[config.mk]
export PLATFORM = sky130hd
export DESIGN_NAME = pcap_radiotap_record_framer
export DESIGN_NICKNAME = d
export VERILOG_FILES = /design/src/rtl/prf_pkg.sv /design/src/rtl/prf_front.sv /design/src/rtl/prf_queue.sv /design/src/rtl/prf_back.sv /design/src/rtl/pcap_radiotap_record_framer.sv
export SDC_FILE = /design/constraint.sdc
export NUM_CORES = 2
export LEC_CHECK = 0
export BUFFER_PORTS_ARGS = -buffer_cell sky130_fd_sc_hd__buf_2
export CAP_MARGIN = 30
export CORE_UTILIZATION = 40
export CTS_BUF_LIST = sky130_fd_sc_hd__clkbuf_8
export DETAILED_ROUTE_END_ITERATION = 10
export MAX_ROUTING_LAYER = met4
export PLACE_DENSITY = 0.53
export SLEW_MARGIN = 20
export SYNTH_ARGS = -nofsm -noshare
export SYNTH_HDL_FRONTEND = slang
export SYNTH_SLANG_ARGS = --single-unit
[constraint.sdc]
create_clock -name clock -period 13 [get_ports clock]
set_input_delay 1.95 -clock clock [delete_from_list [all_inputs] [get_ports clock]]
set_output_delay 1.95 -clock clock [all_outputs]
set_load 0.005 [all_outputs]
[src/rtl/prf_pkg.sv]
`timescale 1ns / 1ps

package prf_pkg;

   // Widths of the item fields
   localparam int BYTE_W  = 8;
   localparam int FLEN_W  = 12;
   localparam int TIME_W  = 32;
   localparam int CHAN_W  = 8;
   localparam int SNAP_W  = 9;
   localparam int FREQ_W  = 12;
   localparam int SEC_W   = 13;
   localparam int USEC_W  = 20;
   localparam int BIDX_W  = 12;

   // Capture limits and record layout
   localparam int MAX_SNAP  = 256;
   localparam int RTAP_LEN  = 15;
   localparam int HDR_LEN   = 31;
   localparam int HIDX_W    = $clog2(HDR_LEN + 1);
   localparam int US_PER_S  = 1000000;

   // Seconds = (t >> DIV_SHIFT) / 15625, via reciprocal DIV_RECIP / 2^DIV_RSH
   localparam int DIV_SHIFT = 6;
   localparam int DIV_RSH   = 40;
   localparam longint DIV_RECIP = 64'd70368744;
   localparam int RECIP_W   = 27;
   localparam int DIVX_W    = TIME_W - DIV_SHIFT;
   localparam int PROD_W    = DIVX_W + RECIP_W;

   // Frequency mapping
   localparam int FREQ_CH14 = 2484;
   localparam int FREQ_BASE = 2412;
   localparam int FREQ_STEP = 5;
   localparam int CHAN_MIN  = 1;
   localparam int CHAN_MAX  = 14;

   // Command queue between front and back
   localparam int Q_DEPTH = 8;
   localparam int Q_PTR_W = $clog2(Q_DEPTH);
   localparam int Q_CNT_W = Q_PTR_W + 1;

   // Configuration register indexes
   localparam int CSR_INDEX_W = 4;
   localparam logic [CSR_INDEX_W-1:0] CSR_CAPTURE_ENABLE = CSR_INDEX_W'(0);
   localparam logic [CSR_INDEX_W-1:0] CSR_SNAP_LENGTH    = CSR_INDEX_W'(1);

   typedef struct packed {
      logic [BYTE_W-1:0]        frame_byte;
      logic                     first_of_frame;
      logic [FLEN_W-1:0]        frame_length;
      logic [TIME_W-1:0]        time_us;
      logic signed [BYTE_W-1:0] signal_dbm;
      logic [CHAN_W-1:0]        channel_number;
   } req_type;

   typedef struct packed {
      logic [BYTE_W-1:0] out_byte;
      logic              record_last;
   } rsp_type;

   // One classified item in flight through the divider pipeline
   typedef struct packed {
      logic              hdr;
      logic              pl;
      logic              last;
      logic [BYTE_W-1:0] data;
      logic [SNAP_W-1:0] kept;
      logic [FLEN_W-1:0] flen;
      logic [BYTE_W-1:0] sig;
      logic [FREQ_W-1:0] freq;
      logic [TIME_W-1:0] time_us;
   } pipe_type;

   // One queue entry: a header (optional payload byte) or a lone payload byte
   typedef struct packed {
      logic              hdr;
      logic              pl;
      logic              last;
      logic [BYTE_W-1:0] data;
      logic [SNAP_W-1:0] kept;
      logic [FLEN_W-1:0] flen;
      logic [BYTE_W-1:0] sig;
      logic [FREQ_W-1:0] freq;
      logic [SEC_W-1:0]  sec;
      logic [USEC_W-1:0] usec;
   } cmd_type;

   typedef struct packed {
      logic               empty;
      logic [Q_CNT_W-1:0] count;
   } q_stat_type;

endpackage

[src/rtl/prf_front.sv]
`timescale 1ns / 1ps

module prf_front (
   input  logic                                 clock,
   input  logic                                 reset,
   input  logic                                 push,
   output logic                                 full,
   input  prf_pkg::req_type                     req_word,
   input  logic                                 csr_valid,
   input  logic [prf_pkg::CSR_INDEX_W-1:0]      csr_index,
   input  logic [prf_pkg::SNAP_W-1:0]           csr_wdata,
   input  prf_pkg::q_stat_type                  q_stat,
   output logic                                 cmd_push,
   output prf_pkg::cmd_type                     cmd_word
);

   logic                        cap_en_ff;
   logic [prf_pkg::SNAP_W-1:0]  snap_ff;
   logic [prf_pkg::BIDX_W-1:0]  byte_index_ff, byte_index_in;
   logic [prf_pkg::SNAP_W-1:0]  kept_ff, kept_in;
   logic                        in_rec_ff, in_rec_in;

   logic                        accept;
   logic [prf_pkg::SNAP_W-1:0]  snap_sat, kept_new, cur_kept;
   logic [prf_pkg::BIDX_W-1:0]  cur_bi;
   logic                        c_valid, c_hdr, c_pl, c_last;
   logic [3:0]                  chan_c;
   logic [prf_pkg::FREQ_W-1:0]  freq;

   logic                                v1_ff, v2_ff, v3_ff;
   prf_pkg::pipe_type                   p1_in, p1_ff, p2_ff, p3_ff;
   logic [prf_pkg::PROD_W-1:0]          prod_ff;
   logic [prf_pkg::SEC_W-1:0]           qest_ff;
   logic [prf_pkg::TIME_W-1:0]          qm_ff;
   logic [prf_pkg::TIME_W-1:0]          rem;
   logic                                fix;
   logic [prf_pkg::Q_CNT_W+1:0]         pending;

   // Everything in flight must fit in the queue
   assign pending = (prf_pkg::Q_CNT_W+2)'(q_stat.count) + (prf_pkg::Q_CNT_W+2)'(v1_ff)
                  + (prf_pkg::Q_CNT_W+2)'(v2_ff) + (prf_pkg::Q_CNT_W+2)'(v3_ff);
   assign full   = pending >= (prf_pkg::Q_CNT_W+2)'(prf_pkg::Q_DEPTH);
   assign accept = push && !full;

   always_comb begin
      if (32'(snap_ff) > 32'(prf_pkg::MAX_SNAP)) begin
         snap_sat = prf_pkg::SNAP_W'(prf_pkg::MAX_SNAP);
      end else begin
         snap_sat = snap_ff;
      end
      if (req_word.frame_length < prf_pkg::FLEN_W'(snap_sat)) begin
         kept_new = prf_pkg::SNAP_W'(req_word.frame_length);
      end else begin
         kept_new = snap_sat;
      end
   end

   // Classify the item and advance the record state
   always_comb begin
      byte_index_in = byte_index_ff;
      kept_in       = kept_ff;
      in_rec_in     = in_rec_ff;
      c_valid       = 1'b0;
      c_hdr         = 1'b0;
      c_pl          = 1'b0;
      c_last        = 1'b0;
      cur_bi        = req_word.first_of_frame ? '0 : byte_index_ff;
      cur_kept      = req_word.first_of_frame ? kept_new : kept_ff;
      if (accept && !cap_en_ff) begin
         in_rec_in = 1'b0;
      end else if (accept && req_word.first_of_frame && kept_new == '0) begin
         c_valid       = 1'b1;
         c_hdr         = 1'b1;
         c_last        = 1'b0;
         kept_in       = kept_new;
         byte_index_in = '0;
         in_rec_in     = 1'b0;
      end else if (accept && (req_word.first_of_frame || in_rec_ff)) begin
         c_valid   = req_word.first_of_frame;
         c_hdr     = req_word.first_of_frame;
         kept_in   = cur_kept;
         in_rec_in = 1'b1;
         if (prf_pkg::BIDX_W'(cur_kept) > cur_bi) begin
            c_valid = 1'b1;
            c_pl    = 1'b1;
            c_last  = (cur_bi + 1'b1) == prf_pkg::BIDX_W'(cur_kept);
            if (c_last) begin
               in_rec_in = 1'b0;
            end
         end
         byte_index_in = (cur_bi == '1) ? cur_bi : cur_bi + 1'b1;
      end
   end

   // Clamp the channel and map it to a 2 GHz frequency
   always_comb begin
      if (req_word.channel_number < prf_pkg::CHAN_W'(prf_pkg::CHAN_MIN)) begin
         chan_c = 4'(prf_pkg::CHAN_MIN);
      end else if (req_word.channel_number > prf_pkg::CHAN_W'(prf_pkg::CHAN_MAX)) begin
         chan_c = 4'(prf_pkg::CHAN_MAX);
      end else begin
         chan_c = req_word.channel_number[3:0];
      end
      if (chan_c == 4'(prf_pkg::CHAN_MAX)) begin
         freq = prf_pkg::FREQ_W'(prf_pkg::FREQ_CH14);
      end else begin
         freq = prf_pkg::FREQ_W'(prf_pkg::FREQ_BASE)
              + prf_pkg::FREQ_W'(chan_c - 4'd1) * prf_pkg::FREQ_W'(prf_pkg::FREQ_STEP);
      end
   end

   always_comb begin
      p1_in.hdr     = c_hdr;
      p1_in.pl      = c_pl;
      p1_in.last    = c_last;
      p1_in.data    = req_word.frame_byte;
      p1_in.kept    = kept_new;
      p1_in.flen    = req_word.frame_length;
      p1_in.sig     = req_word.signal_dbm;
      p1_in.freq    = freq;
      p1_in.time_us = req_word.time_us;
   end

   always_ff @(posedge clock) begin
      if (reset) begin
         cap_en_ff     <= 1'b0;
         snap_ff       <= prf_pkg::SNAP_W'(prf_pkg::MAX_SNAP);
         byte_index_ff <= '0;
         kept_ff       <= '0;
         in_rec_ff     <= 1'b0;
         v1_ff         <= 1'b0;
         v2_ff         <= 1'b0;
         v3_ff         <= 1'b0;
      end else begin
         if (csr_valid) begin
            unique case (csr_index)
               prf_pkg::CSR_CAPTURE_ENABLE: cap_en_ff <= csr_wdata[0];
               prf_pkg::CSR_SNAP_LENGTH:    snap_ff   <= csr_wdata;
               default: ;
            endcase
         end
         byte_index_ff <= byte_index_in;
         kept_ff       <= kept_in;
         in_rec_ff     <= in_rec_in;
         v1_ff         <= c_valid;
         v2_ff         <= v1_ff;
         v3_ff         <= v2_ff;
      end
   end

   // Seconds by reciprocal multiply, then one correction step
   always_ff @(posedge clock) begin
      p1_ff   <= p1_in;
      p2_ff   <= p1_ff;
      prod_ff <= prf_pkg::PROD_W'(p1_ff.time_us[prf_pkg::TIME_W-1:prf_pkg::DIV_SHIFT])
               * prf_pkg::PROD_W'(prf_pkg::DIV_RECIP);
      p3_ff   <= p2_ff;
      qest_ff <= prod_ff[prf_pkg::PROD_W-1:prf_pkg::DIV_RSH];
      qm_ff   <= prf_pkg::TIME_W'(prod_ff[prf_pkg::PROD_W-1:prf_pkg::DIV_RSH]
               * prf_pkg::USEC_W'(prf_pkg::US_PER_S));
   end

   assign rem = p3_ff.time_us - qm_ff;
   assign fix = rem >= prf_pkg::TIME_W'(prf_pkg::US_PER_S);

   always_comb begin
      cmd_push      = v3_ff;
      cmd_word.hdr  = p3_ff.hdr;
      cmd_word.pl   = p3_ff.pl;
      cmd_word.last = p3_ff.last;
      cmd_word.data = p3_ff.data;
      cmd_word.kept = p3_ff.kept;
      cmd_word.flen = p3_ff.flen;
      cmd_word.sig  = p3_ff.sig;
      cmd_word.freq = p3_ff.freq;
      cmd_word.sec  = qest_ff + prf_pkg::SEC_W'(fix);
      cmd_word.usec = fix ? prf_pkg::USEC_W'(rem - prf_pkg::TIME_W'(prf_pkg::US_PER_S))
                          : prf_pkg::USEC_W'(rem);
   end

endmodule

[src/rtl/prf_queue.sv]
`timescale 1ns / 1ps

module prf_queue (
   input  logic                 clock,
   input  logic                 reset,
   input  logic                 wr_en,
   input  prf_pkg::cmd_type     wr_word,
   input  logic                 rd_en,
   output prf_pkg::cmd_type     rd_word,
   output prf_pkg::q_stat_type  q_stat
);

   prf_pkg::cmd_type              slot_ff [prf_pkg::Q_DEPTH];
   logic [prf_pkg::Q_PTR_W-1:0]   wr_ptr_ff, rd_ptr_ff;
   logic [prf_pkg::Q_CNT_W-1:0]   count_ff;

   assign rd_word      = slot_ff[rd_ptr_ff];
   assign q_stat.empty = count_ff == '0;
   assign q_stat.count = count_ff;

   always_ff @(posedge clock) begin
      if (wr_en) begin
         slot_ff[wr_ptr_ff] <= wr_word;
      end
   end

   always_ff @(posedge clock) begin
      if (reset) begin
         wr_ptr_ff <= '0;
         rd_ptr_ff <= '0;
         count_ff  <= '0;
      end else begin
         if (wr_en) begin
            wr_ptr_ff <= wr_ptr_ff + 1'b1;
         end
         if (rd_en) begin
            rd_ptr_ff <= rd_ptr_ff + 1'b1;
         end
         count_ff <= count_ff + prf_pkg::Q_CNT_W'(wr_en) - prf_pkg::Q_CNT_W'(rd_en);
      end
   end

endmodule

[src/rtl/prf_back.sv]
`timescale 1ns / 1ps

module prf_back (
   input  logic                 clock,
   input  logic                 reset,
   input  prf_pkg::cmd_type     head,
   input  prf_pkg::q_stat_type  q_stat,
   output logic                 deq,
   output logic                 empty,
   input  logic                 pop,
   output prf_pkg::rsp_type     rsp_word
);

   logic [prf_pkg::HIDX_W-1:0]  idx_ff, idx_in;
   logic                        out_v_ff;
   prf_pkg::rsp_type            out_ff, out_in;
   logic                        load, in_hdr, done, hdr_end;
   logic [15:0]                 cap_len, wire_len;
   logic [prf_pkg::TIME_W-1:0]  sec32, usec32;
   logic [prf_pkg::BYTE_W-1:0]  hdr_byte;

   assign cap_len  = 16'(prf_pkg::RTAP_LEN) + 16'(head.kept);
   assign wire_len = 16'(prf_pkg::RTAP_LEN) + 16'(head.flen);
   assign sec32    = prf_pkg::TIME_W'(head.sec);
   assign usec32   = prf_pkg::TIME_W'(head.usec);

   // Record header and radiotap header, little-endian
   always_comb begin
      unique case (idx_ff)
         5'd0:    hdr_byte = sec32[7:0];
         5'd1:    hdr_byte = sec32[15:8];
         5'd2:    hdr_byte = sec32[23:16];
         5'd3:    hdr_byte = sec32[31:24];
         5'd4:    hdr_byte = usec32[7:0];
         5'd5:    hdr_byte = usec32[15:8];
         5'd6:    hdr_byte = usec32[23:16];
         5'd7:    hdr_byte = usec32[31:24];
         5'd8:    hdr_byte = cap_len[7:0];
         5'd9:    hdr_byte = cap_len[15:8];
         5'd12:   hdr_byte = wire_len[7:0];
         5'd13:   hdr_byte = wire_len[15:8];
         5'd18:   hdr_byte = 8'(prf_pkg::RTAP_LEN);
         5'd20:   hdr_byte = 8'h2a;
         5'd24:   hdr_byte = 8'h10;
         5'd26:   hdr_byte = head.freq[7:0];
         5'd27:   hdr_byte = 8'(head.freq[prf_pkg::FREQ_W-1:8]);
         5'd28:   hdr_byte = 8'ha0;
         5'd30:   hdr_byte = head.sig;
         default: hdr_byte = 8'h00;
      endcase
   end

   assign load    = !q_stat.empty && (!out_v_ff || pop);
   assign in_hdr  = head.hdr && idx_ff != prf_pkg::HIDX_W'(prf_pkg::HDR_LEN);
   assign hdr_end = idx_ff == prf_pkg::HIDX_W'(prf_pkg::HDR_LEN - 1);

   always_comb begin
      if (in_hdr) begin
         out_in.out_byte    = hdr_byte;
         out_in.record_last = hdr_end && !head.pl;
         done               = hdr_end && !head.pl;
      end else begin
         out_in.out_byte    = head.data;
         out_in.record_last = head.last;
         done               = 1'b1;
      end
      idx_in = idx_ff;
      if (load) begin
         idx_in = done ? '0 : idx_ff + 1'b1;
      end
   end

   assign deq      = load && done;
   assign empty    = !out_v_ff;
   assign rsp_word = out_ff;

   always_ff @(posedge clock) begin
      if (reset) begin
         idx_ff   <= '0;
         out_v_ff <= 1'b0;
      end else begin
         idx_ff   <= idx_in;
         out_v_ff <= load || (out_v_ff && !pop);
      end
   end

   always_ff @(posedge clock) begin
      if (load) begin
         out_ff <= out_in;
      end
   end

endmodule

[src/rtl/pcap_radiotap_record_framer.sv]
`timescale 1ns / 1ps

// PCAP record framer with radiotap prefix.
// Input side: push/full queue of captured frame bytes (req_word), one per word.
//   A word with first_of_frame set also carries time, length, signal and
//   channel; it opens a record of a 16-byte PCAP header, a 15-byte radiotap
//   header and then up to min(snap_length, 256) payload bytes.
// Result side: empty/pop queue; rsp_word holds the oldest waiting byte while
//   empty is low, with record_last set on the final byte of each record.
// Config side: csr_valid/csr_ready write port, always ready; index 0 is
//   capture_enable, index 1 is snap_length. Write only while idle.
// Path: an accepted byte reaches rsp_word through three divider stages for
//   the seconds/microseconds split, the command queue and the output register.
// Throughput: one word per cycle in while full is low, one byte per cycle out
//   while the receiver pops; a first word expands to 31 or 32 output bytes, so
//   the 8-entry command queue can fill and raise full while the header drains.
// Reset: capture off, snap_length 256, no open record, both queues empty.
// A stalled receiver holds the output register; the queue keeps taking words
//   until it has no room left for the words in flight.
module pcap_radiotap_record_framer (
   input  logic                            clock,
   input  logic                            reset,
   input  logic                            push,
   output logic                            full,
   input  prf_pkg::req_type                req_word,
   output logic                            empty,
   input  logic                            pop,
   output prf_pkg::rsp_type                rsp_word,
   input  logic                            csr_valid,
   output logic                            csr_ready,
   input  logic [prf_pkg::CSR_INDEX_W-1:0] csr_index,
   input  logic [prf_pkg::SNAP_W-1:0]      csr_wdata
);

   logic                 cmd_push, deq;
   prf_pkg::cmd_type     cmd_word, head;
   prf_pkg::q_stat_type  q_stat;

   // Registers take a write every cycle
   assign csr_ready = 1'b1;

   // Classify words, track the record, split the timestamp
   prf_front u_front (
      .clock     (clock),
      .reset     (reset),
      .push      (push),
      .full      (full),
      .req_word  (req_word),
      .csr_valid (csr_valid),
      .csr_index (csr_index),
      .csr_wdata (csr_wdata),
      .q_stat    (q_stat),
      .cmd_push  (cmd_push),
      .cmd_word  (cmd_word)
   );

   // Hold classified commands between the two sides
   prf_queue u_queue (
      .clock   (clock),
      .reset   (reset),
      .wr_en   (cmd_push),
      .wr_word (cmd_word),
      .rd_en   (deq),
      .rd_word (head),
      .q_stat  (q_stat)
   );

   // Expand each command into record bytes
   prf_back u_back (
      .clock    (clock),
      .reset    (reset),
      .head     (head),
      .q_stat   (q_stat),
      .deq      (deq),
      .empty    (empty),
      .pop      (pop),
      .rsp_word (rsp_word)
   );

endmodule
# ---- Word-level counts from Yosys, hierarchy flattened
# Memory sizes are Yosys's and may differ from the RTL's. A register that Yosys moved wholly into a read port is not among the register bits.
# Index checks and enable logic that the tools add are counted.
dict set report classes {
  addsub 16
  n_mul 3
  n_lt_le_gt_ge 7
  n_eq_ne 20
  n_mux 28
  bitwise_logic 3
  n_reduce_logical 31
}
# operator n
set op_table {}
lappend op_table {{8-bit case mux with 16 select lines} 1}
lappend op_table {{9-bit two-way mux} 6}
lappend op_table {{26-bit by 24-bit multiplier with 50-bit output, second input constant} 1}
lappend op_table {{12-bit two-way mux} 4}
lappend op_table {{5-bit == test, second input constant} 7}
lappend op_table {{32-bit by 20-bit >= comparator with 1-bit output, second input constant} 1}
lappend op_table {{32-bit subtractor} 1}
lappend op_table {{13-bit by 14-bit multiplier with 26-bit output, second input constant} 1}
lappend op_table {{5-bit by 4-bit == test with 1-bit output, second input constant} 4}
lappend op_table {{20-bit two-way mux} 1}
lappend op_table {{20-bit subtractor, second input constant} 1}
lappend op_table {{5-bit by 3-bit == test with 1-bit output, second input constant} 3}
lappend op_table {{13-bit by 1-bit adder with 13-bit output} 1}
lappend op_table {{4-bit by 12-bit adder with 13-bit output, first input constant} 1}
lappend op_table {{12-bit by 1-bit adder with 12-bit output, second input constant} 1}
lappend op_table {{12-bit adder, first input constant} 1}
lappend op_table {{6-bit by 1-bit adder with 6-bit output} 2}
lappend op_table {{12-bit == test, second input constant} 1}
lappend op_table {{12-bit by 9-bit == test with 1-bit output} 1}
lappend op_table {{9-bit by 12-bit > comparator with 1-bit output} 1}
lappend op_table {{12-bit by 9-bit < comparator with 1-bit output} 1}
lappend op_table {{12-bit by 3-bit multiplier with 12-bit output, second input constant} 1}
lappend op_table {{1-bit two-way mux} 11}
lappend op_table {{4-bit by 9-bit adder with 10-bit output, first input constant} 1}
lappend op_table {{other kinds (29)} 54}
dict set report totals {
  reg_bits 401
  ramBits 680
  out_inout_bits 12
  wordCells 154
  mem_count 1
}
# name words word_bits rd rd_clocked_by_memory_dff wr line
set mem_list {}
lappend mem_list {u_queue.slot_ff 8 85 1 1 1 prf_queue.sv:13} ;# prf_pkg::cmd_type slot_ff [prf_pkg::Q_DEPTH];

# ---- Longest topological paths before layout
dict set report depth {
  depth_word 10
  ltp_mapped 24
  mapped_depth_nobuf 24
}

# ---- By module
# From an unflattened synthesis, not the netlist that was laid out.
dict set report hier_totals {
  cells_unflattened 3761
  area_unflattened_um2 53209.8
}
# module instances cells_per_inst area_each_um2
set by_module_without_submodules {}
lappend by_module_without_submodules {prf_queue 1 1050 26091.3}
lappend by_module_without_submodules {prf_front 1 2471 25258.0}
lappend by_module_without_submodules {prf_back 1 238 1849.3}
lappend by_module_without_submodules {pcap_radiotap_record_framer 1 2 11.3}

# ---- Worst setup path before layout
# No wires, ideal clock.
dict set report synth_path {
  path_type {flip-flop to flip-flop}
  start {reg u_front.v3_ff, in the netlist u_front.cmd_push}
  end {mem u_queue.slot_ff[0][0] (netlist name) (enable)}
  arrival_time_ns 6.220
  required_ns 12.374
  path_slack_ns 6.153
  stages_incl_launch_ff 3
  path_buffers 0
  cell_sequence {dfxtp_1 nand2b_1 nor3_1}
}
dict set report synth_via {
  elab_chain_cells 2
}
# item line
set synth_lines {}
lappend synth_lines {{start, declared} prf_front.sv:30} ;# logic v1_ff, v2_ff, v3_ff;
lappend synth_lines {{start signal, assigned} prf_front.sv:147} ;# v3_ff <= v2_ff;
lappend synth_lines {{1-bit two-way mux} prf_queue.sv:22} ;# if (wr_en) begin
lappend synth_lines {{1-bit two-way mux (implied by the code)} prf_queue.sv:23} ;# slot_ff[wr_ptr_ff] <= wr_word;
lappend synth_lines {{end, declared} prf_queue.sv:13}
# Every way passes these cells.

# ---- Worst setup path in the final report
dict set report layout_path {
  start {reg u_front.p1_ff[15] (netlist name)}
  end {reg u_front.prod_ff[43] (netlist name)}
}
dict set report layout_via {
  elab_chain_cells 1
}
# item line
set layout_lines {}
lappend layout_lines {{start, declared} prf_front.sv:31} ;# prf_pkg::pipe_type p1_in, p1_ff, p2_ff, p3_ff;
lappend layout_lines {{start signal, assigned} prf_front.sv:153} ;# p1_ff <= p1_in;
lappend layout_lines {{26-bit by 24-bit multiplier with 50-bit output} prf_front.sv:156} ;# * prf_pkg::PROD_W'(prf_pkg::DIV_RECIP);
lappend layout_lines {{end signal, assigned} prf_front.sv:155} ;# prod_ff <= prf_pkg::PROD_W'(p1_ff.time_us[prf_pkg::TIME_W-1:prf_pkg::DIV_SHIFT])
lappend layout_lines {{end, declared} prf_front.sv:32} ;# logic [prf_pkg::PROD_W-1:0] prod_ff;
# Every way passes these cells.
# A chain may end at the register's enable or synchronous reset.

==> flow_metrics.py <==
metrics = {
    "clocking": {
        "cts_setup_buffers": 0,
        "cts_hold_repair.buffers": 0,
        "h-tree-depth": 4,
        "cts.sinks": 1022,
        "clock_latency_ns": 0.85,
        "cts_buffers": 172,
        "path_clk_slew_ns": 0.08,
        "tritoncts": "yes",
        "clockRootBuffer": "clkbuf_8",
        "cts_buffer_depth": 3,
        "cts_resized": 0,
    },
    "critical_path": {
        "end_kind": "flip-flop",
        "arrival_ns": 8.04,
        "slowest_stage": "dfxtp_1",
        "cpPeakStageDelay_ns": 0.84,
        "crit_chain": "fa_1 > fa_1 > inv_1 > fa_1 > fa_1 > fa_1 > inv_1 > fa_1 > inv_1 > fa_1 > inv_1 > ha_1 > a21oi_1 > nor2_1 > a211o_1 > a21o_1 > a221o_1 > a221o_1 > a221o_1 > a21o_1 > a21oi_1 > xnor2_1",
        "cp.required_ns": 13.74,
        "r2r-start": "u_front.p1_ff[15]",
        "worstSetupStartpointType": "flip-flop",
        "crit_type": "flip-flop to flip-flop",
        "worstRegToRegCells": 22,
        "r2r_slack_ns": 5.70,
        "cpMostUsedCell": "fa_1",
        "worstReg2RegEnd": "u_front.prod_ff[43]",
        "cp_max_fo": 13,
    },
    "placement": {
        "dp_hpwl_mm": 80.9,
        "numPortBuffers": 97,
        "gp_congestion": 0.871,
    },
    "logic_synthesis": {
        "synth_nets": 4422,
        "synth_seq_cells": 1022,
        "async_flop_share_pct": 0,
        "ys_types": 83,
        "synth_area_um2": 51600,
        "yosysWarnings": 0,
        "synth_cells": 3621,
        "seq_area_frac_synth_pct": 52.8,
        "synth_top_cell_area_share_pct": 39.2,
        "synth_area_leaders": "edfxtp_1, dfxtp_1, fa_1",
        "yosys_most_used_dff": "edfxtp_1",
        "syn_avg_cell_area_um2": 14.2,
        "synth_top_cell_by_area": "edfxtp_1",
        "synth-edff-count": 673,
    },
    "drt": {
        "via_per_inst": 4.99,
        "routed_wl_mm": 117,
        "drtIter0Drc": 1530,
        "post-route-drc-count": 0,
        "vias": 28200,
        "wl_per_cell_um": 20.7,
        "dr.pass1.iters": 5,
        "ant_nets": 0,
    },
    "timing": {
        "drv_slew": 0,
        "fin_setup_tns_ns": 0,
        "period_share_pct": 56.1,
        "fmax_mhz": 137,
        "fin_skew_ns": 0.0621,
        "worst_slew_pin_slew_ns": 0.976,
        "final-setup-viol-count": 0,
        "post-route-min-period_ns": 7.30,
        "rsz0062_at_grt": "false",
        "slew_headroom_pct": 34.9,
        "hold_viol_final": 0,
    },
    "cells_and_area": {
        "final_layout_size_suffix_gt1_share_pct": 14.6,
        "n_fill_cell": 11500,
        "syn2layout_area_growth_pct": 12.0,
        "layout_commonest_cell": "edfxtp_1",
        "regArea_um2": 27200,
        "layout.nets": 4657,
        "multi_input_area_um2": 22000,
        "most-common-layout-cells": "edfxtp_1, inv_1, ha_1, dfxtp_1, fa_1",
    },
    "global_route": {
        "use_met3_pct": 2.98,
        "grt_pass1_vias": 30300,
        "met1_usage_pct": 24.1,
        "met2_usage_pct": 31.8,
        "grt_pass1_wl_mm": 182,
        "top_usage_layer": "met2",
        "antenna_found_initial": 3,
        "grt.total_usage_pct": 19.0,
        "grt.overflow.total": 0,
        "grt_max_degree": 53,
    },
    "min_path": {
        "hold_class": "flip-flop to flip-flop",
        "hold_depth": 0,
        "min-delay-start": "u_front.p2_ff[3]",
        "hold_end": "u_front.p3_ff[3]",
    },
    "die": {
        "ios": 99,
        "die_w_um": 361,
        "rows": 131,
        "core_area_um2": 128000,
        "die_area_um2": 130000,
        "start_util_pct": 40.4,
        "die_h_um": 361,
    },
    "run": {
        "maxCapViolations": 0,
    },
    "outcome": {
        "status": "complete, no violations",
    },
}
## worst max-delay path: cells and delay by family, from the launching register on
kind,cells,cell delay (ns)
simple gates,1,0.06
flops,1,0.84
compound gates,8,2.12
buf+inv,4,0.20
fa+ha+maj,8,3.87
xor+xnor,1,0.12
## metal layers
metal,share of wire [%],up-vias
li1,-,13400
met1,44,14200
met2,50,506
met3,3.8,185
met4,2.1,0
met5,0,-
## stage by stage
stage	setup slack (ns)	instance area (um^2)	cells	utilization, %	hold slack, ns
4_1_cts	5.65	57700	5661	45.2	0.298
3_5_place_dp	5.69	54200	5343	42.4	0.312
2_1_floorplan	6.15	51600	3621	-	0.310
6_report	5.70	57800	5664	45.2	0.297
5_1_grt	5.28	57800	5664	45.2	0.315
3_3_place_gp	5.75	54100	5341	42.4	0.310
## state kept, by name (all words and copies together), names as in the netlist, named ones only
| signal | flops |
|---|---|
| u_queue.slot_ff | 664 |
| u_front.p1_ff | 82 |
| u_front.p2_ff | 82 |
| u_front.cmd_word | 50 |
| u_front.p3_ff | 32 |
| u_front.qm_ff | 23 |
| u_front.prod_ff | 13 |
| u_front.qest_ff | 13 |
| u_front.byte_index_ff | 12 |
| u_back.rsp_word | 9 |
| u_front.kept_ff | 9 |
| u_front.snap_ff | 9 |
| u_back.idx_ff | 5 |
| u_queue.count_ff | 4 |
| u_queue.rd_ptr_ff | 3 |
| u_queue.wr_ptr_ff | 3 |
| u_back.out_v_ff | 1 |
| u_front.cap_en_ff | 1 |
| u_front.cmd_push | 1 |
| u_front.in_rec_ff | 1 |
| u_front.v1_ff | 1 |
| u_front.v2_ff | 1 |
## kinds of logic (layout without fill, tap and decap cells)
family / count (synthesis) / after routing / share of synthesized area (%)
buffers and inverters: 629 / 1008 / 4.69
AOI/OAI and AO/OA: 364 / 364 / 4.62
DFF: 1022 / 1022 / 52.8
and+or+nand+nor: 474 / 474 / 4.55
muxes: 276 / 276 / 9.42
adders and majority gates: 714 / 714 / 21.6
xor gates and xnor gates: 141 / 141 / 2.41
other: 1 / 3 / 0.00727
## how the worst max path moves through the flow
stage | startpoint | to | cells past startpoint
4_1_cts | u_front.p1_ff[29] | u_front.prod_ff[51] | 25
3_3_place_gp | u_front.p1_ff[15] | u_front.prod_ff[43] | 22
5_1_grt | u_front.p1_ff[29] | u_front.prod_ff[51] | 25
3_5_place_dp | u_front.p1_ff[16] | u_front.prod_ff[43] | 22
2_1_floorplan | u_front.cmd_push | u_queue.slot_ff[0][0] | 2
6_report | u_front.p1_ff[15] | u_front.prod_ff[43] | 22
## cell usage after synthesis, types with 4 or more instances
library cell	number
nor4_1	7
nor2b_1	26
mux4_2	166
inv_1	553
or3_1	5
a21oi_1	102
xor2_1	65
nand3_1	49
a211oi_1	24
nor2_1	130
ha_1	424
a2111oi_0	7
nand2b_1	30
or2_2	8
o211ai_1	10
nor3_1	38
a21o_1	45
fa_1	290
a41oi_1	5
nand3b_1	7
o21bai_1	6
buf_2	27
a31o_2	4
a31oi_1	11
xnor2_1	75
or4_1	6
edfxtp_1	673
mux2_2	8
buf_1	7
o221ai_1	5
dfxtp_1	349
and2_1	6
o22ai_1	30
clkbuf_1	36
mux2i_1	101
o21a_1	14
o31ai_1	5
nand4_1	26
a221o_1	6
o21ai_0	56
and3_1	18
buf_4	4
nand2_1	99
## area by class of cell
class / instances / area share (%)
multi-input cells: 1970 / 38.1
clock inverters: 126 / 1.63
flip-flops and latches: 1022 / 47.1
diodes: 2 / 0.00867
repair buffers: 136 / 1.38
well taps: 1662 / 3.60
clock buffers: 192 / 4.58
inverters: 554 / 3.60
Power is left out: the tool's default activity adds up to more than one toggle a clock period on the data nets, which glitch-free logic cannot reach.
